--- src/design/ffba_pkg.sv ---
// ----------------------------------------------------------------------------
// ffba_pkg
// Shared types and codes for the first-fit block allocator.
// ----------------------------------------------------------------------------
`default_nettype none

package ffba_pkg;

  // Commands carried by an input item.
  localparam logic CMD_ALLOC = 1'b0;
  localparam logic CMD_FREE  = 1'b1;

  // Result status codes.
  localparam logic [1:0] STATUS_OK      = 2'd0;
  localparam logic [1:0] STATUS_NOFIT   = 2'd1;
  localparam logic [1:0] STATUS_BADADDR = 2'd2;

  // Configuration register indexes.
  localparam logic CFG_BASE  = 1'b0;
  localparam logic CFG_LIMIT = 1'b1;

  // One entry of the block table.
  typedef struct packed {
    logic [31:0] offset;
    logic [31:0] size;
    logic        free;
  } ffba_entry_t;

  // Table read address select.
  typedef enum logic [1:0] {
    RD_I    = 2'd0,
    RD_NEXT = 2'd1,
    RD_JM1  = 2'd2,
    RD_JP1  = 2'd3
  } ffba_rd_sel_e;

  // Table write address and data select.
  typedef enum logic [1:0] {
    WR_CUR  = 2'd0,
    WR_J    = 2'd1,
    WR_INS  = 2'd2,
    WR_INIT = 2'd3
  } ffba_wr_sel_e;

  // Commands from the controller to the datapath.
  typedef struct packed {
    logic         in_ready;
    logic         rd_en;
    ffba_rd_sel_e rd_sel;
    logic         wr_en;
    ffba_wr_sel_e wr_sel;
    logic         alloc_take;
    logic         free_take;
    logic         merge;
    logic         inc_i;
    logic         j_dec;
    logic         j_inc;
    logic         cnt_inc;
    logic         cnt_dec;
    logic         init;
    logic         set_status;
    logic [1:0]   status;
    logic         out_load;
  } ffba_cmd_t;

  // Status from the datapath to the controller.
  typedef struct packed {
    logic in_take;
    logic cmd_free;
    logic addr_zero;
    logic i_lt_cnt;
    logic fit;
    logic match;
    logic next_ok;
    logic rd_free;
    logic split_q;
    logic j_gt_i1;
    logic j1_lt_cnt;
    logic out_busy;
    logic init_pend;
  } ffba_stat_t;

endpackage

`default_nettype wire

--- src/design/ffba_ctrl.sv ---
// ----------------------------------------------------------------------------
// ffba_ctrl
// Sequencer for table walk, split insert, merge delete and initialization.
// ----------------------------------------------------------------------------
`default_nettype none

module ffba_ctrl
  import ffba_pkg::*;
(
  input  wire logic       clk_i,
  input  wire logic       rst_ni,
  input  wire ffba_stat_t stat_i,
  output ffba_cmd_t       cmd_o
);

  localparam logic [3:0] S_IDLE    = 4'd0;
  localparam logic [3:0] S_WALK    = 4'd1;
  localparam logic [3:0] S_CHECK   = 4'd2;
  localparam logic [3:0] S_NCHECK  = 4'd3;
  localparam logic [3:0] S_WCUR    = 4'd4;
  localparam logic [3:0] S_MERGE_W = 4'd5;
  localparam logic [3:0] S_SH_TEST = 4'd6;
  localparam logic [3:0] S_SH_W    = 4'd7;
  localparam logic [3:0] S_DL_TEST = 4'd8;
  localparam logic [3:0] S_DL_W    = 4'd9;
  localparam logic [3:0] S_FIN     = 4'd10;

  logic [3:0] state_q, state_d;

  always_ff @(posedge clk_i or negedge rst_ni) begin
    if (!rst_ni) begin
      state_q <= S_IDLE;
    end else begin
      state_q <= state_d;
    end
  end

  // Next state and datapath commands.
  always_comb begin
    state_d = state_q;
    cmd_o   = '0;
    case (state_q)
      S_IDLE: begin
        if (stat_i.init_pend) begin
          cmd_o.wr_en  = 1'b1;
          cmd_o.wr_sel = WR_INIT;
          cmd_o.init   = 1'b1;
        end else begin
          cmd_o.in_ready = 1'b1;
          if (stat_i.in_take) begin
            state_d = S_WALK;
          end
        end
      end
      S_WALK: begin
        if (stat_i.cmd_free && stat_i.addr_zero) begin
          cmd_o.set_status = 1'b1;
          cmd_o.status     = STATUS_BADADDR;
          state_d          = S_FIN;
        end else if (!stat_i.i_lt_cnt) begin
          cmd_o.set_status = 1'b1;
          cmd_o.status     = stat_i.cmd_free ? STATUS_BADADDR : STATUS_NOFIT;
          state_d          = S_FIN;
        end else begin
          cmd_o.rd_en  = 1'b1;
          cmd_o.rd_sel = RD_I;
          state_d      = S_CHECK;
        end
      end
      S_CHECK: begin
        if (!stat_i.cmd_free && stat_i.fit) begin
          cmd_o.alloc_take = 1'b1;
          state_d          = S_WCUR;
        end else if (stat_i.cmd_free && stat_i.match) begin
          cmd_o.free_take = 1'b1;
          if (stat_i.next_ok) begin
            cmd_o.rd_en  = 1'b1;
            cmd_o.rd_sel = RD_NEXT;
            state_d      = S_NCHECK;
          end else begin
            state_d = S_WCUR;
          end
        end else begin
          cmd_o.inc_i = 1'b1;
          state_d     = S_WALK;
        end
      end
      S_NCHECK: begin
        if (stat_i.rd_free) begin
          cmd_o.merge = 1'b1;
          state_d     = S_MERGE_W;
        end else begin
          state_d = S_WCUR;
        end
      end
      S_WCUR: begin
        cmd_o.wr_en  = 1'b1;
        cmd_o.wr_sel = WR_CUR;
        if (stat_i.split_q) begin
          state_d = S_SH_TEST;
        end else begin
          cmd_o.set_status = 1'b1;
          cmd_o.status     = STATUS_OK;
          state_d          = S_FIN;
        end
      end
      S_MERGE_W: begin
        cmd_o.wr_en  = 1'b1;
        cmd_o.wr_sel = WR_CUR;
        state_d      = S_DL_TEST;
      end
      // Open a slot after the split block, moving the tail up one entry.
      S_SH_TEST: begin
        if (stat_i.j_gt_i1) begin
          cmd_o.rd_en  = 1'b1;
          cmd_o.rd_sel = RD_JM1;
          state_d      = S_SH_W;
        end else begin
          cmd_o.wr_en      = 1'b1;
          cmd_o.wr_sel     = WR_INS;
          cmd_o.cnt_inc    = 1'b1;
          cmd_o.set_status = 1'b1;
          cmd_o.status     = STATUS_OK;
          state_d          = S_FIN;
        end
      end
      S_SH_W: begin
        cmd_o.wr_en  = 1'b1;
        cmd_o.wr_sel = WR_J;
        cmd_o.j_dec  = 1'b1;
        state_d      = S_SH_TEST;
      end
      // Close the gap left by the merged block, moving the tail down.
      S_DL_TEST: begin
        if (stat_i.j1_lt_cnt) begin
          cmd_o.rd_en  = 1'b1;
          cmd_o.rd_sel = RD_JP1;
          state_d      = S_DL_W;
        end else begin
          cmd_o.cnt_dec    = 1'b1;
          cmd_o.set_status = 1'b1;
          cmd_o.status     = STATUS_OK;
          state_d          = S_FIN;
        end
      end
      S_DL_W: begin
        cmd_o.wr_en  = 1'b1;
        cmd_o.wr_sel = WR_J;
        cmd_o.j_inc  = 1'b1;
        state_d      = S_DL_TEST;
      end
      S_FIN: begin
        if (!stat_i.out_busy) begin
          cmd_o.out_load = 1'b1;
          state_d        = S_IDLE;
        end
      end
      default: begin
        state_d = S_IDLE;
      end
    endcase
  end

endmodule

`default_nettype wire

--- config.mk ---
export PLATFORM = sky130hd
export DESIGN_NAME = ffba_ctrl
export DESIGN_NICKNAME = d
export VERILOG_FILES = /design/src/design/ffba_pkg.sv /design/src/design/ffba_ctrl.sv
export SDC_FILE = /design/constraint.sdc
export NUM_CORES = 1
export LEC_CHECK = 0
export BUFFER_PORTS_ARGS = -buffer_cell sky130_fd_sc_hd__buf_2
export CORE_MARGIN = 3
export CORE_UTILIZATION = 37
export CTS_CLUSTER_SIZE = 30
export DETAILED_ROUTE_END_ITERATION = 10
export GPL_TIMING_DRIVEN = 0
export PLACE_DENSITY_LB_ADDON = 0.15
export SLEW_MARGIN = 30
export SYNTH_ARGS = -nofsm -noshare
export SYNTH_HDL_FRONTEND = slang
export SYNTH_SLANG_ARGS = --single-unit
--- constraint.sdc ---
create_clock -name clk_i -period 1.3 [get_ports clk_i]
set_input_delay 0.065 -clock clk_i [delete_from_list [all_inputs] [get_ports clk_i]]
set_output_delay 0.065 -clock clk_i [all_outputs]
set_load 0.02 [all_outputs]
==> flow_summary.ini, run 1 <==
[global_routing]
grt_start_max_net_pins = 11

[synthesis]
syn_area_sq_um = 556
synth_top_family_by_area = simple AND/OR/NAND/NOR gates
syn_nets = 95
synth_xor_area_share_pct = 0
synthCells = 80
synthArstFlopShare_pct = 100
yosysUniqueCellTypes = 34
synth_compound_area_share_pct = 28.4
synth_warnings = 0
synth_seq_area_share_pct = 18.0
ys.flop_type = dfrtp_1
synthAdderAreaFrac_pct = 0
synth_edf_count = 0
synth_seq_cells = 4
avgSynthCellArea_sq_um = 6.94
synth.area.mux_share_pct = 0
synth-simple-area-share_pct = 45.9

[cts]
clock_sinks = 4
cts_root_buf = clkbuf_4
clockBufferDepth = 2
htree_num_levels = 1
cts_buffers = 3

[die]
die_height_microns = 44.8
row_count = 13
io-pin-count = 35
die_x_microns = 44.8
initial_core_util_pct = 41.1

[placed_design]
port_buffers = 34
place_inst = 129
dp_hpwl_mm = 1.46
gp_congestion = 0.784

[status]
firstError = [ERROR DPL-0038] Utilization greater than 100%, impossible to legalize
status = stopped before the end
haltStage = global routing (5_1_grt)

[sta]
postGrtWorstEndpoint = cmd_o[16]
worstEndpointType = primary output
cell usage after synthesis, types with 2 or more instances:
cell	instances	share of area, %
nand3_1	3	2.7
or2_1	2	2.3
nand2b_1	7	7.9
a31oi_1	2	2.3
dfrtp_1	4	18
nor2b_1	2	2.3
inv_1	3	2.0
nor2_1	8	5.4
and3_1	2	2.3
clkbuf_1	4	2.7
a21boi_0	3	4.1
o21ai_0	3	2.7
nor4_1	2	2.3
o22ai_1	3	3.4
nand2_1	7	4.7
nor3b_1	2	2.7
nor3_1	6	5.4
through the flow:
step                      instance area (sq um)  hold WS, ns  setup slack, ns
after floorplan                             632       -0.231           -0.277
after CTS                                  1110        0.152           -0.518
after global placement                      821       -0.131           -0.310
after detailed placement                    821       -0.130           -0.337
logic make-up after synthesis:
logic type             after synthesis
buffers and inverters                9
AND/OR/NAND/NOR                     45
flip-flops                           4
AO/OA/AOI/OAI                       22
repair_timing:
action	in CTS
resized for setup	50
hold buffers	1
pin swaps	12
hold endpoints to repair	4
setup endpoints to repair	24
setup buffers	12
==> inputs of run 2 (changes only) <==
--- a/config.mk
+++ b/config.mk
@@ -6,10 +6,9 @@
 export NUM_CORES = 1
 export LEC_CHECK = 0
 export BUFFER_PORTS_ARGS = -buffer_cell sky130_fd_sc_hd__buf_2
-export CORE_MARGIN = 3
-export CORE_UTILIZATION = 37
-export CTS_CLUSTER_SIZE = 30
+export CORE_AREA = 3 3 64 66
 export DETAILED_ROUTE_END_ITERATION = 10
+export DIE_AREA = 0 0 67 69
 export GPL_TIMING_DRIVEN = 0
 export PLACE_DENSITY_LB_ADDON = 0.15
 export SLEW_MARGIN = 30
==> constraint.sdc (replaced) <==
create_clock -name clk_i -period 1.69 [get_ports clk_i]
set_input_delay 0.0845 -clock clk_i [delete_from_list [all_inputs] [get_ports clk_i]]
set_output_delay 0.0845 -clock clk_i [all_outputs]
set_load 0.02 [all_outputs]
==> run 2 against run 1 <==
The flow now finishes, with violations (negative setup slack). Area after synthesis did not move. Synthesized cell count did not move.
==> flow_summary.ini, run 2 <==
[worst_setup_path]
crit_required_ns = 1.61
path_class = reg -> out
path_max_fanout = 5
reg2reg_slack_ns = 0.03
rr_startpoint = state_q[0]
cp-endpoint = cmd_o[16]
cp-startpoint = state_q[0]
worstSetupStartpointType = flip-flop
reg2reg_to = state_q[0]
arrival_ns = 1.67
reg2reg_depth = 5
cp-end-kind = output pin

[global_routing]
grt_pass1_vias = 756
grt_usage_pct = 9.29
gr-total-overflow = 0
antenna_found_initial = 0
grt_first_pass_wirelength_mm = 3.42
grt_start_max_net_pins = 11

[placed_design]
port_buffers = 34
place_ws_ns = 0.0347
gp_congestion = 0.703
dp_hpwl_mm = 1.71

[synthesis]
synth_seq_area_share_pct = 18.0
yosysTopAreaCellShare_pct = 18.0
synthCells = 80
avgSynthCellArea_sq_um = 6.94
synth.most_common_cell = nor2_1
syn_area_sq_um = 556
ys_top_cells_by_area = dfrtp_1, nand2b_1, nor3_1, nor2_1, nand2_1
ys_top_cells_by_count = nor2_1, nand2_1, nand2b_1
yosysUniqueCellTypes = 34
synth_seq_cells = 4
synth_edf_count = 0
ys.flop_type = dfrtp_1
synthArstFlopShare_pct = 100
yosysTopAreaCell = dfrtp_1
synth_warnings = 0
syn_nets = 95

[cts]
clk_pin_slew_ns = 0.03
clockBufferDepth = 2
cts_buffers = 3
clock_sinks = 4
cts_root_buf = clkbuf_8
clock_latency_ns = 0.22
cts_tree = yes
htree_num_levels = 1

[detailed_routing]
dr.pass1.iters = 4
drt-wirelength-per-cell_microns = 12.6
drc = 0
vias_per_cell = 4.42
vias = 783
drtIter0Drc = 18
totalWireLength_mm = 2.23
antenna_left = 0

[sta]
finalMaxSlewViolations = 0
setup_viol = 2
hold_violations = 0
worst_pin_slew_ns = 0.465
finalWorstPathRequiredPeriod_ns = 1.75
relSlewSlack_pct = 68.7
timing.final.ws_setup_ns = -0.0614
rsz0062_at_grt = true
fmax_mhz = 571
whs_ns = 0.183
fin_crit_sh_pct = 104
fin_skew_ns = 0.00251

[die]
die_x_microns = 67
io-pin-count = 35
die-area_sq_mm = 0.00462
core-area_sq_mm = 0.00363
initial_core_util_pct = 15.3
row_count = 22
die_height_microns = 69

[cells_and_area]
regMostFlops = state_q
final_common_cell = buf_2
ff_latch_area_sq_um = 104
final_cell_mix = buf_2, buf_4, buf_6
drive_gt1_share_pct = 58.9
reg_top3 = state_q x4
antenna_cells = 0
multi_input_area_sq_um = 508
largest_reg_flops = 4
area_delta_synth_final_pct = 94.1
fill_cells = 423
nNetsFinal = 146

[pwr]
power_density_mw_per_mm2 = 1730
peakVddDrop_mv = 0.448
cellLeakagePower_nw = 0.492

[min_path]
holdCritPathClass = in -> reg

[run]
drv_cap = 0

[status]
status = finished, violations left
violations = negative setup slack
[run 2: kinds of logic after synthesis]
family | Yosys count | share of synthesized area (%)
AOI/OAI and AO/OA | 22 | 28.4
buffers and inverters | 9 | 7.66
DFF | 4 | 18.0
and+or+nand+nor | 45 | 45.9
[run 2: what timing repair did]
action / 4_1_cts / 5_1_grt
endpoints found under the setup margin: 9 / 13
gates resized for setup: 12 / 33
hold buffers: 1 / 0
buffers inserted: 5 / 8
pin swaps: 3 / 4
hold endpoints to repair: 4 / 0
[run 2: layer usage]
metal  vias to the layer above  GRT usage, %  part of all wire (%)
met4                         0         0.676                     0
li1                        397             -                     -
met2                        14          15.8                    52
met1                       372          11.6                    42
met5                         -             0                     0
met3                         0          3.09                   5.8
[run 2: area by class of cell]
class / instances / share of cell area [%]
plain buffers: 4 / 2.44
clock buffers: 3 / 3.83
inverters: 3 / 1.04
multi-input cells: 67 / 47.1
flip-flops and latches: 4 / 9.63
well taps: 48 / 5.57
repair buffers: 48 / 30.4
[run 2: how the worst min path moves through the flow]
stage / from / to / slack, ns / cells past startpoint
after CTS: stat_i[6] / state_q[1] / 0.18 / 3
after global routing: stat_i[6] / state_q[1] / 0.20 / 3
after floorplan: rst_ni / state_q[0] / -0.21 / 0
after global placement: rst_ni / state_q[3] / -0.11 / 1
final: stat_i[6] / state_q[1] / 0.18 / 3
after detailed placement: rst_ni / state_q[3] / -0.11 / 1
[run 2: report_power, final]
part / leakage (nW) / internal, W / total (W) / switching [W]
logic: 0.423 / 0.000672 / 0.00146 / 0.000786
registers: 0.0474 / 0.000148 / 0.000213 / 0.0000651
clock network: 0.0216 / 0.000152 / 0.000200 / 0.0000479
total: 0.492 / 0.000971 / 0.00187 / 0.000899
[run 2: through the flow]
step | cells | instance area (sq um) | util (%) | setup TNS [ns] | power [W]
CTS | 169 | 907 | 25.0 | -0.275 | 0.00159
detailed placement | 162 | 791 | 21.8 | 0 | 0.00128
global route | 177 | 1080 | 29.7 | -0.351 | 0.00201
finish | 177 | 1080 | 29.7 | -0.0924 | 0.00187
floorplan | 80 | 561 | - | 0 | 0.000959
global placement | 162 | 791 | 21.8 | 0 | 0.00128
[run 2: worst max-delay path: stages (launching register included)]
cell and delay, ns:
dfrtp_2 0.44, or4b_4 0.58, nor2_4 0.12, nand2_2 0.08
o31ai_2 0.06, buf_4 0.17
(Power assumes the default switching activity.)
